File: src/rtl/kvtb_pkg.sv
// Shared types and constants for the key-value table with byte budget.
package kvtb_pkg;

  typedef enum logic [1:0] {
    REQ_SAVE   = 2'd0,
    REQ_LOAD   = 2'd1,
    REQ_DELETE = 2'd2,
    REQ_CLEAR  = 2'd3
  } req_t;

  typedef enum logic [1:0] {
    STAT_OK    = 2'd0,
    STAT_OVER  = 2'd1,
    STAT_MISS  = 2'd2,
    STAT_FULL  = 2'd3
  } status_t;

  typedef enum logic [2:0] {
    S_IDLE,
    S_EXEC,
    S_SCAN,
    S_SHIFT,
    S_FIN
  } state_t;

  // Commands from the controller to the datapath.
  typedef struct packed {
    logic cap;
    logic exec_save;
    logic exec_clear;
    logic scan_start;
    logic step;
    logic miss;
    logic load_hit;
    logic del_hit;
    logic shift_wr;
    logic del_done;
    logic load_out;
  } cmd_t;

  // Status from the datapath to the controller.
  typedef struct packed {
    req_t req;
    logic cnt_zero;
    logic hit;
    logic last;
    logic shift_done;
  } sts_t;

  localparam logic [3:0]  MAX_LEN     = 4'd8;
  localparam logic [13:0] LIMIT_RESET = 14'd8192;
  localparam logic        LIMIT_IDX   = 1'b0;

endpackage

File: src/rtl/kvtb_ctrl.sv
// Request sequencer: accepts a request, runs save, clear, scan, compaction and result hand-off.
module kvtb_ctrl (
  input  logic           clk,
  input  logic           rst,
  input  logic           in_valid,
  output logic           in_ready,
  output logic           out_valid,
  input  logic           out_ready,
  input  kvtb_pkg::sts_t sts,
  output kvtb_pkg::cmd_t cmd
);

  kvtb_pkg::state_t state, state_next;
  logic             out_free;

  assign out_free = !out_valid || out_ready;

  always_ff @(posedge clk) begin
    if (rst) begin
      state     <= kvtb_pkg::S_IDLE;
      out_valid <= 1'b0;
    end else begin
      state <= state_next;
      if (cmd.load_out) begin
        out_valid <= 1'b1;
      end else if (out_ready) begin
        out_valid <= 1'b0;
      end
    end
  end

  always_comb begin
    state_next = state;
    cmd        = '0;
    in_ready   = 1'b0;
    case (state)
      kvtb_pkg::S_IDLE: begin
        in_ready = 1'b1;
        if (in_valid) begin
          cmd.cap    = 1'b1;
          state_next = kvtb_pkg::S_EXEC;
        end
      end
      kvtb_pkg::S_EXEC: begin
        case (sts.req)
          kvtb_pkg::REQ_SAVE: begin
            cmd.exec_save = 1'b1;
            state_next    = kvtb_pkg::S_FIN;
          end
          kvtb_pkg::REQ_CLEAR: begin
            cmd.exec_clear = 1'b1;
            state_next     = kvtb_pkg::S_FIN;
          end
          default: begin
            if (sts.cnt_zero) begin
              cmd.miss   = 1'b1;
              state_next = kvtb_pkg::S_FIN;
            end else begin
              cmd.scan_start = 1'b1;
              state_next     = kvtb_pkg::S_SCAN;
            end
          end
        endcase
      end
      kvtb_pkg::S_SCAN: begin
        cmd.step = 1'b1;
        if (sts.hit) begin
          if (sts.req == kvtb_pkg::REQ_LOAD) begin
            cmd.load_hit = 1'b1;
            state_next   = kvtb_pkg::S_FIN;
          end else begin
            cmd.del_hit = 1'b1;
            state_next  = kvtb_pkg::S_SHIFT;
          end
        end else if (sts.last) begin
          cmd.miss   = 1'b1;
          state_next = kvtb_pkg::S_FIN;
        end
      end
      kvtb_pkg::S_SHIFT: begin
        if (sts.shift_done) begin
          cmd.del_done = 1'b1;
          state_next   = kvtb_pkg::S_FIN;
        end else begin
          cmd.step     = 1'b1;
          cmd.shift_wr = 1'b1;
        end
      end
      kvtb_pkg::S_FIN: begin
        // hold the result until the output register is free
        if (out_free) begin
          cmd.load_out = 1'b1;
          state_next   = kvtb_pkg::S_IDLE;
        end
      end
      default: begin
        state_next = kvtb_pkg::S_IDLE;
      end
    endcase
  end

endmodule

File: config.mk
export PLATFORM = sky130hd
export DESIGN_NAME = kvtb_ctrl
export DESIGN_NICKNAME = d
export VERILOG_FILES = /design/src/rtl/kvtb_pkg.sv /design/src/rtl/kvtb_ctrl.sv
export SDC_FILE = /design/constraint.sdc
export NUM_CORES = 1
export LEC_CHECK = 0
export ABC_AREA = 1
export BUFFER_PORTS_ARGS = -buffer_cell sky130_fd_sc_hd__buf_4
export CELL_PAD_IN_SITES_DETAIL_PLACEMENT = 1
export CELL_PAD_IN_SITES_GLOBAL_PLACEMENT = 2
export CORE_ASPECT_RATIO = 0.9
export CORE_MARGIN = 3
export CORE_UTILIZATION = 25
export DETAILED_ROUTE_END_ITERATION = 8
export GPL_TIMING_DRIVEN = 0
export PLACE_DENSITY = 0.83
export SYNTH_ARGS = -nofsm -noshare
export SYNTH_HDL_FRONTEND = slang
export SYNTH_SLANG_ARGS = --single-unit
File: constraint.sdc
create_clock -name clk -period 2.2 [get_ports clk]
set_clock_uncertainty 0.15 [all_clocks]
set_input_delay 0.11 -clock clk [delete_from_list [all_inputs] [get_ports clk]]
set_output_delay 0.11 -clock clk [all_outputs]
set_load 0.03 [all_outputs]
* After elaboration in Yosys (flattened, before gate mapping) *
Cells that the tools add are included.

cells by class
  eq/ne operators = 10
  mux-type cells = 34
  reduce and logical (&&, ||, !) cells = 7

operators with widths
  kind                                                 count
  2-to-1 mux 3 bit                                     9
  2-to-1 mux 1 bit                                     19
  one-hot mux 3 bit (5 select lines)                   1
  equality test 3 x 2 -> 1 bit, second input constant  2
  2-to-1 mux 2 bit                                     3
  inequality test 2 bit, second input constant         3
  one-hot mux 1 bit (2 select lines)                   2
  AND reduction 4 bit                                  1
  equality test 3 x 1 -> 1 bit, second input constant  1
  equality test 3 bit, second input constant           1
  logical NOT 3 bit                                    1
  inequality test 3 bit, second input constant         1
  equality test 2 x 1 -> 1 bit, second input constant  1
  equality test 2 bit, second input constant           1
  logical NOT 2 bit                                    1
  nonzero test 2 bit                                   1
  OR reduction 2 bit                                   1
  logical NOT 1 bit                                    1
  logical OR 1 bit                                     1

word-level totals
  bits in registers = 4
  bits of input ports = 10
  output and inout port bits = 13
  logic and storage cells = 53

* Longest topological paths before layout *
Gate-level depths: netlist of the first run.

  word-level depth = 5
  depth in mapped cells = 9
  depth with buffers taken out = 9

* Worst setup path after synthesis of the first run *
OpenSTA, ideal clock, no wires.

  path kind = flip-flop to output port
  start point = reg state[2]
  end point = out cmd[10] (netlist name)
  data arrival time = 1.441 ns
  required time = 1.940 ns
  setup slack = 0.499 ns
  stages on the path, launching flop included = 3
  buffers on the path = 1
  cells stage by stage = dfxtp_1 buf_6 nor4_1

RTL lines
  what                      line             text
  start: declaration        kvtb_ctrl.sv:13  kvtb_pkg::state_t state, state_next;
  start signal: assignment  kvtb_ctrl.sv:20  state <= kvtb_pkg::S_IDLE;
  start signal: assignment  kvtb_ctrl.sv:23  state <= state_next;
  end: declaration          kvtb_ctrl.sv:10  output kvtb_pkg::cmd_t cmd

==> insert_results.sql, run 1 <==
INSERT INTO impl_metrics (metric_group, metric, value, unit) VALUES
('clock_network', 'clk_root_buffer_cell', 'clkbuf_4', ''),
('timing', 'holdWs', '0.0493', 'ns'),
('placement', 'dp_cells', '121', ''),
('synthesis', 'synth-edff-count', '0', ''),
('clock_network', 'cts_bufs_inserted', '3', ''),
('drt', 'vias', '527', ''),
('global_route', 'number_of_antenna_violations_at_the_first_check_in_global_routing', '0', ''),
('drt', 'avgViaCountPerCell', '4.22', ''),
('floorplanning', 'io_pins', '23', ''),
('drt', 'wl', '1300', 'µm'),
('placement', 'io_buffer_count', '22', ''),
('drt', 'drc_errors', '0', ''),
('timing', 'maxClockFrequency', '0.645', 'GHz'),
('synthesis', 'synth_common_cells', '13 x inv_1, 10 x nand2_1, 10 x nor2_1', ''),
('floorplanning', 'die-width', '55.0', 'µm'),
('power', 'peakVddDrop', '0.512', 'mV'),
('timing', 'max_slew_margin', '83.1', '%'),
('placement', 'detailedPlacementHpwl', '1090', 'µm'),
('clock_network', 'insertion_delay', '0.24', 'ns'),
('global_route', 'grt_max_degree', '11', ''),
('synthesis', 'syn_area', '539', 'µm²'),
('synthesis', 'syn_area_per_cell', '7.29', 'µm²'),
('drt', 'antenna_violating_nets_left', '0', ''),
('global_route', 'grt-ovfl-total', '0', ''),
('synthesis', 'synthDistinctLibCells', '21', ''),
('layout', 'fin_nets', '115', ''),
('worst_setup_path', 'critPathKind', 'reg2out', ''),
('clock_network', 'buffer_depth_of_the_longest_clock_path', '2', ''),
('timing', 'hold_viol', '0', ''),
('synthesis', 'post_synth_inst_count', '74', ''),
('drt', 'drt-wirelength-per-cell', '10.4', 'µm'),
('layout', 'multi_input_area', '363', 'µm²'),
('synthesis', 'synth.yosys.seq_area_share', '14.8', '%'),
('layout', 'antenna_cell_count', '0', ''),
('timing', 'timing.setup.tns', '0', 'ns'),
('hold_path', 'hold_path_class', 'in2reg', ''),
('floorplanning', 'floorplan_die_height', '50.1', 'µm'),
('synthesis', 'ys_warn_count', '0', ''),
('clock_network', 'tritoncts', 'done', ''),
('clock_network', 'cts_sinks', '4', ''),
('worst_setup_path', 'reg2reg_slack', '0.90', 'ns'),
('floorplanning', 'die_area', '0.00275', 'mm²'),
('hold_path', 'whs_endpoint', 'state[2]$_SDFFE_PP0P_', ''),
('synthesis', 'synth_largest_type_area_fraction', '14.8', '%'),
('timing', 'finalSetupViolations', '0', ''),
('synthesis', 'synthArstFlopShare', '0', '%'),
('layout', 'area_growth', '42.5', '%'),
('power', 'power.static_leakage', '0.429', 'nW'),
('layout', 'layout.area.seq', '80.1', 'µm²'),
('drt', 'drt_initial_violations', '4', ''),
('layout', 'fillCellCount', '263', ''),
('worst_setup_path', 'crit_fanout', '8', ''),
('layout', 'final_layout_size_suffix_gt1_share', '52.0', '%'),
('worst_setup_path', 'timing.critical_path.required', '1.94', 'ns'),
('hold_path', 'hold_path_startpoint', 'out_ready', ''),
('status', 'run_status', 'completed', ''),
('placement', 'globalplace.congestion', '0.704', ''),
('clock_network', 'clk_transition_reported_paths', '0.04', 'ns'),
('global_route', 'grtUsageTotal', '11.4', '%'),
('placement', 'placed_cell_area', '736', 'µm²'),
('layout', 'post-route-cell-area', '768', 'µm²'),
('worst_setup_path', 'worstReg2RegStart', 'out_valid$_SDFFE_PP0P_', ''),
('floorplanning', 'floorplan.initialDensity', '27.4', '%'),
('timing', 'fin_crit_sh', '70.4', '%'),
('worst_setup_path', 'critical_path.reg2reg.endpoint', 'state[0]$_SDFFE_PP0P_', ''),
('timing', 'final_max_slew_violation_count', '0', ''),
('global_route', 'grt_pass1_vias', '521', ''),
('floorplanning', 'std_cell_rows', '15', ''),
('timing', 'finalWorstPathRequiredPeriod', '1.55', 'ns'),
('synthesis', 'synth_flop_cell', 'dfxtp_1', ''),
('worst_setup_path', 'cp-end-kind', 'output port', '');
-- worst max path at each step --
stage,from,to,slack (ns),cells past startpoint
finish,state[0]$_SDFFE_PP0P_,cmd[5],0.65,6
detailed placement,state[0]$_SDFFE_PP0P_,cmd[5],0.88,6
CTS,state[2]$_SDFFE_PP0P_,cmd[5],0.63,7
floorplan,state[2]$_SDFFE_PP0P_,cmd[10],0.50,2
global placement,state[2]$_SDFFE_PP0P_,cmd[5],0.89,7
global route,state[2]$_SDFFE_PP0P_,cmd[5],0.58,7
-- power by group --
group	internal (W)	total, W	switching [W]
clock	0.0000612	0.0000941	0.0000329
sequential	0.0000963	0.000106	0.00000949
combinational	0.000241	0.000650	0.000409
total	0.000398	0.000850	0.000452
-- critical path, stage by stage, from the launching register on --
cell and delay [ns]:
dfxtp_1 0.31, buf_6 0.17, inv_4 0.06, nor2_8 0.09
nand2_4 0.07, o21ai_0 0.16, buf_4 0.19
-- layout by cell type, fill, tap and decap left out, drive strengths merged --
cell         synthesis  final
nor4                 2      2
dfxtp                4      4
buf                  3     25
nor2                19     19
nand3                4      4
a21oi                1      1
o21ai                2      2
dlygate4sd3          0      1
nand2               17     17
nor3                 3      3
ha                   3      3
inv                 16     16
clkbuf               0      3
-- per-layer routing --
metal,share of wire (%),vias up,track usage [%]
met2,47,14,16.9
met1,44,231,12.6
met3,5.4,5,3.63
li1,-,277,-
met4,3.6,0,9.72
met5,0,-,0
-- final cells by class --
cell class / count / area share (%)
multi-input combinational: 51 / 47.2
timing repair buffer: 23 / 22.8
sequential: 4 / 10.4
inverter: 16 / 8.14
buffer: 3 / 4.40
tap: 25 / 4.07
clock buffer: 3 / 2.93
-- flip-flops by register name, summed over array words and instances, names as in the netlist --
name	flops
out_valid	1
state	3
-- cells by family after synthesis --
group / synth area share (%)
and+or+nand+nor: 56.8
buffers and inverters: 17.9
DFF: 14.8
AOI/OAI and AO/OA: 3.48
adders and majority gates: 6.96
-- repair_timing --
item,4_1_cts,5_1_grt
resized for setup,0,0
hold endpoints to repair,2,0
hold buffers,1,0
setup buffers,0,0
-- stage by stage --
| step | power, W | worst slack [ns] | util (%) |
|---|---|---|---|
| finish | 0.000850 | 0.650 | 39.0 |
| global route | 0.000918 | 0.575 | 39.0 |
| CTS | 0.000866 | 0.628 | 39.0 |
| detailed placement | 0.000763 | 0.881 | 37.3 |
| global placement | 0.000755 | 0.887 | 37.3 |
| floorplan | 0.000610 | 0.499 | - |
Note: power is estimated with default switching activity, not from simulation.
==> run 2, diff against run 1 <==
--- a/config.mk
+++ b/config.mk
@@ -11,10 +11,10 @@
 export CELL_PAD_IN_SITES_GLOBAL_PLACEMENT = 2
 export CORE_ASPECT_RATIO = 0.9
 export CORE_MARGIN = 3
-export CORE_UTILIZATION = 25
+export CORE_UTILIZATION = 21
 export DETAILED_ROUTE_END_ITERATION = 8
 export GPL_TIMING_DRIVEN = 0
-export PLACE_DENSITY = 0.83
+export PLACE_DENSITY = 0.74
 export SYNTH_ARGS = -nofsm -noshare
 export SYNTH_HDL_FRONTEND = slang
 export SYNTH_SLANG_ARGS = --single-unit
==> constraint.sdc (replaced) <==
create_clock -name clk -period 1.3 [get_ports clk]
set_clock_uncertainty 0.15 [all_clocks]
set_input_delay 0.065 -clock clk [delete_from_list [all_inputs] [get_ports clk]]
set_output_delay 0.065 -clock clk [all_outputs]
set_load 0.03 [all_outputs]
==> run 2 against run 1 <==
The run now ends with hold timing, setup timing left. Die area is 17% higher. Final area increased by 31%. Final cell count rose by 9.6%. Clock power rose by 74%. Largest cell class unchanged. Critical path type unchanged. Worst setup slack got worse by 0.80 ns. Sequential share of layout area down 1.3 points. Register-to-register slack got worse by 0.96 ns. Global-route usage fell by 0.13 points.
==> insert_results.sql, run 2 (synthesis gave the netlist of run 1 again) <==
INSERT INTO impl_metrics (metric_group, metric, value, unit) VALUES
('clock_network', 'buffer_depth_of_the_longest_clock_path', '2', ''),
('timing', 'finalSetupViolations', '15', ''),
('drt', 'antenna_violating_nets_left', '0', ''),
('worst_setup_path', 'crit_fanout', '6', ''),
('power', 'post-layout-total-power', '0.00193', 'W'),
('floorplanning', 'core', '0.00230', 'mm²'),
('worst_setup_path', 'cp-end-kind', 'output port', ''),
('global_route', 'grt-ovfl-total', '0', ''),
('hold_path', 'hold_path_class', 'in2reg', ''),
('status', 'violated_checks', 'hold timing, setup timing', ''),
('layout', 'final_common_cell', 'buf_4', ''),
('clock_network', 'clk_root_buffer_cell', 'clkbuf_4', ''),
('drt', 'drt_initial_violations', '4', ''),
('layout', 'max_ffs_per_register', '3', ''),
('placement', 'placement.setup.worst_slack', '-0.0161', 'ns'),
('floorplanning', 'io_pins', '23', ''),
('drt', 'drtPass1Iterations', '2', ''),
('drt', 'wl', '1610', 'µm'),
('timing', 'max_slew_margin', '84.2', '%'),
('floorplanning', 'floorplan_die_height', '54.1', 'µm'),
('floorplanning', 'die-width', '59.4', 'µm'),
('clock_network', 'clock_tree.htree_level_count', '1', ''),
('timing', 'finalWorstPathRequiredPeriod', '1.45', 'ns'),
('timing', 'holdWs', '-0.0154', 'ns'),
('floorplanning', 'die_area', '0.00321', 'mm²'),
('power', 'power.static_leakage', '0.508', 'nW'),
('drt', 'vias', '582', ''),
('global_route', 'grt_max_degree', '11', ''),
('flow_run', 'cap_violations', '0', ''),
('layout', 'fin_nets', '125', ''),
('layout', 'area_growth', '86.3', '%'),
('timing', 'tightestPinTransition', '0.236', 'ns'),
('layout', 'top_regs', 'state (3), out_valid (1)', ''),
('layout', 'final_layout_size_suffix_gt1_share', '69.1', '%'),
('worst_setup_path', 'worstReg2RegStart', 'state[1]$_SDFFE_PP0P_', ''),
('timing', 'fin_ws', '-0.150', 'ns'),
('clock_network', 'cts_sinks', '4', ''),
('placement', 'globalplace.congestion', '0.615', ''),
('global_route', 'grtUsageTotal', '11.3', '%'),
('global_route', 'grt_pass1_vias', '618', ''),
('hold_path', 'hold_path_startpoint', 'out_ready', ''),
('drt', 'avgViaCountPerCell', '4.25', ''),
('placement', 'detailedPlacementHpwl', '1100', 'µm'),
('global_route', 'number_of_antenna_violations_at_the_first_check_in_global_routing', '0', ''),
('clock_network', 'cts_bufs_inserted', '3', ''),
('timing', 'fin_crit_sh', '112', '%'),
('worst_setup_path', 'timing.critical_path.required', '1.09', 'ns'),
('timing', 'maxClockFrequency', '0.689', 'GHz'),
('placement', 'io_buffer_count', '22', ''),
('power', 'powerDensity', '1930', 'mW/mm²'),
('layout', 'antenna_cell_count', '0', ''),
('worst_setup_path', 'critPathKind', 'reg2out', ''),
('clock_network', 'tritoncts', 'done', ''),
('timing', 'timing.setup.tns', '-1.07', 'ns'),
('layout', 'max_flop_register', 'state', ''),
('drt', 'drt-wirelength-per-cell', '11.8', 'µm'),
('drt', 'drc_errors', '0', ''),
('clock_network', 'cts_hold_repair.buffers', '1', ''),
('worst_setup_path', 'crit_arrival', '1.24', 'ns'),
('worst_setup_path', 'worstSetupStartpoint', 'state[0]$_SDFFE_PP0P_', ''),
('layout', 'post-route-cell-area', '0.00100', 'mm²'),
('power', 'peakVddDrop', '0.875', 'mV'),
('clock_network', 'clk_transition_reported_paths', '0.04', 'ns'),
('clock_network', 'insertion_delay', '0.24', 'ns'),
('status', 'run_status', 'finished, violations left', ''),
('layout', 'layout_common_cells', '20 x buf_4, 13 x buf_6, 11 x inv_1', ''),
('timing', 'hold_viol', '1', ''),
('placement', 'placed_cell_area', '771', 'µm²'),
('worst_setup_path', 'critPathLaunchType', 'flip-flop', ''),
('timing', 'final_max_slew_violation_count', '0', ''),
('floorplanning', 'floorplan.initialDensity', '23.4', '%'),
('global_route', 'grt_first_pass_wirelength', '2640', 'µm'),
('floorplanning', 'std_cell_rows', '16', ''),
('timing', 'setup_repair_after_global_routing_missed_its_margin', 'yes', '');
[run 2: changes by cell type in the layout (fill, tap and decap cells not counted), moves of 2 or more]
cell / before / now
nor3_4: 0 / 2
buf_4: 22 / 20
nor3_1: 2 / 0
inv_2: 2 / 4
dfxtp_1: 4 / 1
inv_1: 13 / 11
buf_6: 3 / 13
nor2_4: 4 / 7
dfxtp_4: 0 / 3
nor2_1: 10 / 7
[run 2: routing by layer]
| metal | global-route usage, % | routed length [µm] |
|---|---|---|
| met5 | 0 | 0 |
| met4 | 4.53 | 33 |
| met3 | 2.16 | 64 |
| met2 | 22.0 | 884 |
| met1 | 11.7 | 632 |
[run 2: path summary, 6_finish.rpt]
| check | to | slack (ns) | cells past startpoint |
|---|---|---|---|
| worst max-delay path | cmd[5] | -0.15 | 5 |
| worst min-delay path | state[2]$_SDFFE_PP0P_ | -0.02 | 4 |
| worst max register to register | state[0]$_SDFFE_PP0P_ | -0.06 | 8 |
| worst min register to register | state[2]$_SDFFE_PP0P_ | 0.45 | 4 |
[run 2: layout make-up]
type                            count  area (µm²)
Timing Repair Buffer               35         332
Sequential cell                     4        91.3
Tap cell                           27        33.8
Multi-Input combinational cell     51         448
Fill cell                         279        1300
Clock buffer                        3        22.5
Inverter                           16        62.6
Buffer                              1        15.0
[run 2: where the power goes]
part | switching [W] | internal [W] | total, W
Combinational | 0.000784 | 0.000709 | 0.00149
Sequential | 0.0000936 | 0.000184 | 0.000278
Clock | 0.0000605 | 0.000104 | 0.000164
[run 2: repair_timing]
| action | 4_1_cts | 5_1_grt |
|---|---|---|
| cloned | 0 | 1 |
| endpoints found under the hold margin | 4 | 1 |
| buffers inserted | 10 | 1 |
| endpoints found under the setup margin | 14 | 16 |
| resized for setup | 16 | 17 |
| pin swaps | 5 | 7 |
[run 2: per-stage QoR]
step / cells / utilization, % / hold WS, ns
2_1_floorplan: 74 / - / -0.0226
3_3_place_gp: 123 / 33.5 / 0.0938
3_5_place_dp: 123 / 33.5 / 0.100
4_1_cts: 137 / 40.7 / -0.0106
5_1_grt: 137 / 43.6 / -0.0125
6_report: 137 / 43.6 / -0.0154
[run 2: worst max-delay path: stages, from the launching register on]
cell     delay (ns)
dfxtp_4        0.41
inv_4          0.06
nor2_8         0.13
nand2_8        0.08
o21ai_2        0.16
buf_6          0.15
==> run 3, diff against run 2 <==
--- a/config.mk
+++ b/config.mk
@@ -5,16 +5,16 @@
 export SDC_FILE = /design/constraint.sdc
 export NUM_CORES = 1
 export LEC_CHECK = 0
-export ABC_AREA = 1
 export BUFFER_PORTS_ARGS = -buffer_cell sky130_fd_sc_hd__buf_4
 export CELL_PAD_IN_SITES_DETAIL_PLACEMENT = 1
 export CELL_PAD_IN_SITES_GLOBAL_PLACEMENT = 2
 export CORE_ASPECT_RATIO = 0.9
 export CORE_MARGIN = 3
-export CORE_UTILIZATION = 21
+export CORE_UTILIZATION = 18
+export CTS_CLUSTER_SIZE = 8
 export DETAILED_ROUTE_END_ITERATION = 8
 export GPL_TIMING_DRIVEN = 0
-export PLACE_DENSITY = 0.74
+export PLACE_DENSITY = 0.72
 export SYNTH_ARGS = -nofsm -noshare
 export SYNTH_HDL_FRONTEND = slang
 export SYNTH_SLANG_ARGS = --single-unit
==> run 3 against run 2 <==
The flow finishes with violations (setup timing). Utilization grew 0.82 points. Hold slack gained 0.016 ns. Final cell count fell by 18%. Worst setup slack worse by 0.028 ns. Count of clock-buffer cells in the layout is the same. Critical path depth shrank 2. Flip-flop and latch count stayed put. Critical endpoint is now cmd[0]. Largest cell class unchanged. Largest power group unchanged. Highest routed layer is now met3.
==> insert_results.sql, run 3 <==
INSERT INTO impl_metrics (metric_group, metric, value, unit) VALUES
('status', 'run_status', 'finished, violations left', ''),
('status', 'violated_checks', 'setup timing', ''),
('synthesis', 'ys_warn_count', '0', ''),
('timing', 'hold_viol', '0', ''),
('worst_setup_path', 'chain_of_cells_forming_the_critical_path', 'or3b_4 > nor2b_4 > buf_6', ''),
('synthesis', 'synth_largest_area_cell', 'dfxtp_1', ''),
('clock_network', 'clock_tree.htree_level_count', '1', ''),
('clock_network', 'cts_bufs_inserted', '3', ''),
('layout', 'final_layout_size_suffix_gt1_share', '70.1', '%'),
('floorplanning', 'floorplan_die_height', '50.4', 'µm'),
('layout', 'final_common_cell', 'buf_4', ''),
('power', 'power.internal', '0.000361', 'W'),
('worst_setup_path', 'worstRegToRegCells', '5', ''),
('worst_setup_path', 'critPathLaunchType', 'flip-flop', ''),
('synthesis', 'yosys_register_bits', '4', ''),
('synthesis', 'synthArstFlopShare', '0', '%'),
('hold_path', 'whs_endpoint', 'state[1]$_SDFFE_PP0P_', ''),
('flow_run', 'cap_violations', '0', ''),
('global_route', 'grt_pass1_vias', '543', ''),
('hold_path', 'hold_path_class', 'in2reg', ''),
('timing', 'fin_ws', '-0.179', 'ns'),
('timing', 'finalWorstPathRequiredPeriod', '1.48', 'ns'),
('floorplanning', 'die-width', '55.3', 'µm'),
('layout', 'max_flop_register', 'state', ''),
('power', 'power.share.combinational', '45.6', '%'),
('synthesis', 'syn_area_per_cell', '7.73', 'µm²'),
('worst_setup_path', 'worst-path-buf-inv', '1', ''),
('synthesis', 'synthesis.nets', '64', ''),
('power', 'netSwitchingFraction', '33.2', '%'),
('drt', 'drtPass1Iterations', '4', ''),
('clock_network', 'clk_root_buffer_cell', 'clkbuf_4', ''),
('floorplanning', 'floorplan.initialDensity', '19.8', '%'),
('timing', 'final_max_slew_violation_count', '0', ''),
('layout', 'antenna_cell_count', '0', ''),
('clock_network', 'insertion_delay', '0.24', 'ns'),
('drt', 'drc_errors', '0', ''),
('layout', 'fin_nets', '102', ''),
('clock_network', 'cts_sinks', '4', ''),
('synthesis', 'synth_top_cells_by_area', 'dfxtp_1 20%, ha_1 9.5%, nand2b_1 6.3%', ''),
('placement', 'placement.setup.worst_slack', '-0.120', 'ns'),
('synthesis', 'synth_largest_type_area_fraction', '20.3', '%'),
('drt', 'drt_initial_violations', '3', ''),
('synthesis', 'synth_most_common_cell', 'inv_1', ''),
('timing', 'maxClockFrequency', '0.676', 'GHz'),
('drt', 'avgViaCountPerCell', '4.48', ''),
('power', 'power.static_leakage', '0.409', 'nW'),
('power', 'peakVddDrop', '0.263', 'mV'),
('worst_setup_path', 'cpLargestDelayFamily', 'simple AND/OR/NAND/NOR gates', ''),
('floorplanning', 'die_area', '0.00279', 'mm²'),
('timing', 'finalSetupViolations', '13', ''),
('placement', 'globalplace.congestion', '0.652', ''),
('power', 'clock_network_fraction_of_design_power', '29.2', '%'),
('drt', 'wl', '1570', 'µm'),
('drt', 'antenna_violating_nets_left', '0', ''),
('clock_network', 'tritoncts', 'done', ''),
('worst_setup_path', 'reg2reg_slack', '-0.14', 'ns'),
('clock_network', 'clk_transition_reported_paths', '0.04', 'ns'),
('hold_path', 'cell_depth_of_the_worst_min_delay_path', '4', ''),
('drt', 'vias', '502', ''),
('synthesis', 'synthDistinctLibCells', '28', ''),
('synthesis', 'syn_area', '394', 'µm²'),
('global_route', 'number_of_antenna_violations_at_the_first_check_in_global_routing', '0', ''),
('synthesis', 'synth_common_cells', '6 x inv_1, 4 x a21oi_1, 4 x dfxtp_1, 4 x nand2b_1', ''),
('floorplanning', 'std_cell_rows', '15', ''),
('worst_setup_path', 'timing.critical_path.required', '1.09', 'ns'),
('clock_network', 'buffer_depth_of_the_longest_clock_path', '2', ''),
('timing', 'tightestPinTransition', '0.266', 'ns'),
('hold_path', 'hold_path_startpoint', 'sts[3]', ''),
('power', 'seqPwrFrac', '25.2', '%'),
('worst_setup_path', 'crit_arrival', '1.26', 'ns'),
('timing', 'setup_repair_after_global_routing_missed_its_margin', 'yes', ''),
('layout', 'area_growth', '124', '%'),
('floorplanning', 'core', '0.00199', 'mm²'),
('worst_setup_path', 'critical_path.reg2reg.endpoint', 'state[2]$_SDFFE_PP0P_', ''),
('global_route', 'grt_max_degree', '11', ''),
('placement', 'io_buffer_count', '22', ''),
('layout', 'fillCellCount', '239', ''),
('worst_setup_path', 'cp_slowest_stage_delay', '0.40', 'ns'),
('worst_setup_path', 'critPathKind', 'reg2out', ''),
('synthesis', 'post_synth_inst_count', '51', ''),
('worst_setup_path', 'cp-end-kind', 'output port', ''),
('layout', 'top_regs', 'state (3), out_valid (1)', ''),
('synthesis', 'synth_flop_cell', 'dfxtp_1', ''),
('drt', 'drt-wirelength-per-cell', '14.0', 'µm'),
('power', 'powerDensity', '612', 'mW/mm²'),
('global_route', 'grt_first_pass_wirelength', '2640', 'µm'),
('timing', 'max_slew_margin', '82.2', '%'),
('placement', 'detailedPlacementHpwl', '985', 'µm'),
('timing', 'fin_crit_sh', '114', '%'),
('layout', 'layout_common_cells', '17 x buf_4, 16 x buf_6, 5 x inv_1', ''),
('synthesis', 'synth-edff-count', '0', ''),
('power', 'p_sw', '0.000180', 'W'),
('floorplanning', 'io_pins', '23', ''),
('worst_setup_path', 'crit_fanout', '5', ''),
('synthesis', 'synth.yosys.seq_area_share', '20.3', '%'),
('layout', 'max_ffs_per_register', '3', ''),
('global_route', 'grtUsageTotal', '12.1', '%'),
('worst_setup_path', 'critical_path.slowest_cell', 'or3b_4', ''),
('worst_setup_path', 'worstReg2RegStart', 'state[2]$_SDFFE_PP0P_', ''),
('global_route', 'grt-ovfl-total', '0', ''),
('layout', 'final_core_utilization', '44.5', '%');
-- run 3: cell count changes in the layout (fill, tap and decap cells not counted), sizes merged, moves of 4 or more --
cell | before | now
nor2 | 19 | 2
nand2 | 17 | 1
inv | 16 | 6
nand2b | 0 | 4
-- run 3: worst min-delay path, delay by kind of cell --
kind | cells | cell delay (ns)
AOI/OAI and AO/OA | 1 | 0.07
and+or+nand+nor | 2 | 0.12
buffers and inverters | 1 | 0.09
-- run 3: final cells by class --
class / instances / area (µm²) / share of cell area [%]
multi-input combinational: 39 / 382 / 43.1
timing repair buffer: 33 / 315 / 35.6
sequential: 4 / 88.8 / 10.0
tap: 25 / 31.3 / 3.54
clock buffer: 3 / 22.5 / 2.55
buffer: 2 / 22.5 / 2.55
inverter: 6 / 22.5 / 2.55
-- run 3: power by group through the flow --
stage               sequential (W)  clock [W]  combinational (W)
global placement          0.000138          0           0.000156
detailed placement        0.000139          0           0.000158
floorplan                 0.000139          0          0.0000919
finish                    0.000136   0.000158           0.000247
CTS                       0.000137   0.000165           0.000211
global route              0.000138   0.000175           0.000263
-- run 3: repair_timing --
action                     CTS  global route
hold endpoints to repair     3             0
cloned                       1             0
gates resized for setup     27            14
setup buffers                7             3
setup endpoints to repair   14            16
hold buffers                 1             0
pin swaps                    7             8
-- run 3: metal layers --
layer  part of all wire [%]  GRT usage [%]  vias to the layer above
li1                       -              -                      250
met1                     43           14.1                      242
met2                     55           21.5                       10
met3                    2.6           1.03                        0
met4                      0           7.29                        0
met5                      0              0                        -
-- run 3: through the flow --
stage	setup TNS, ns	power, W	hold slack (ns)	area [µm²]	instances
2_1_floorplan	-0.645	0.000231	-0.0159	410	51
3_3_place_gp	-0.229	0.000295	0.120	607	98
3_5_place_dp	-0.314	0.000297	0.128	607	98
4_1_cts	-1.20	0.000514	-0.00528	808	110
5_1_grt	-2.24	0.000576	0.0231	885	112
6_report	-1.54	0.000541	0.000896	885	112
-- run 3: kinds of logic after synthesis --
| group | Yosys count | synth area share [%] |
|---|---|---|
| buf+inv | 8 | 9.84 |
| flops | 4 | 20.3 |
| simple gates | 27 | 46.4 |
| compound gates | 9 | 14.0 |
| fa+ha+maj | 3 | 9.52 |
-- run 3: how the worst max path moves through the flow --
stage	start	end	cells past startpoint
2_1_floorplan	state[0]$_SDFFE_PP0P_	cmd[8]	3
3_3_place_gp	state[2]$_SDFFE_PP0P_	cmd[0]	3
3_5_place_dp	state[2]$_SDFFE_PP0P_	cmd[0]	3
4_1_cts	state[2]$_SDFFE_PP0P_	cmd[0]	3
5_1_grt	state[2]$_SDFFE_PP0P_	cmd[0]	3
6_report	state[2]$_SDFFE_PP0P_	cmd[0]	3
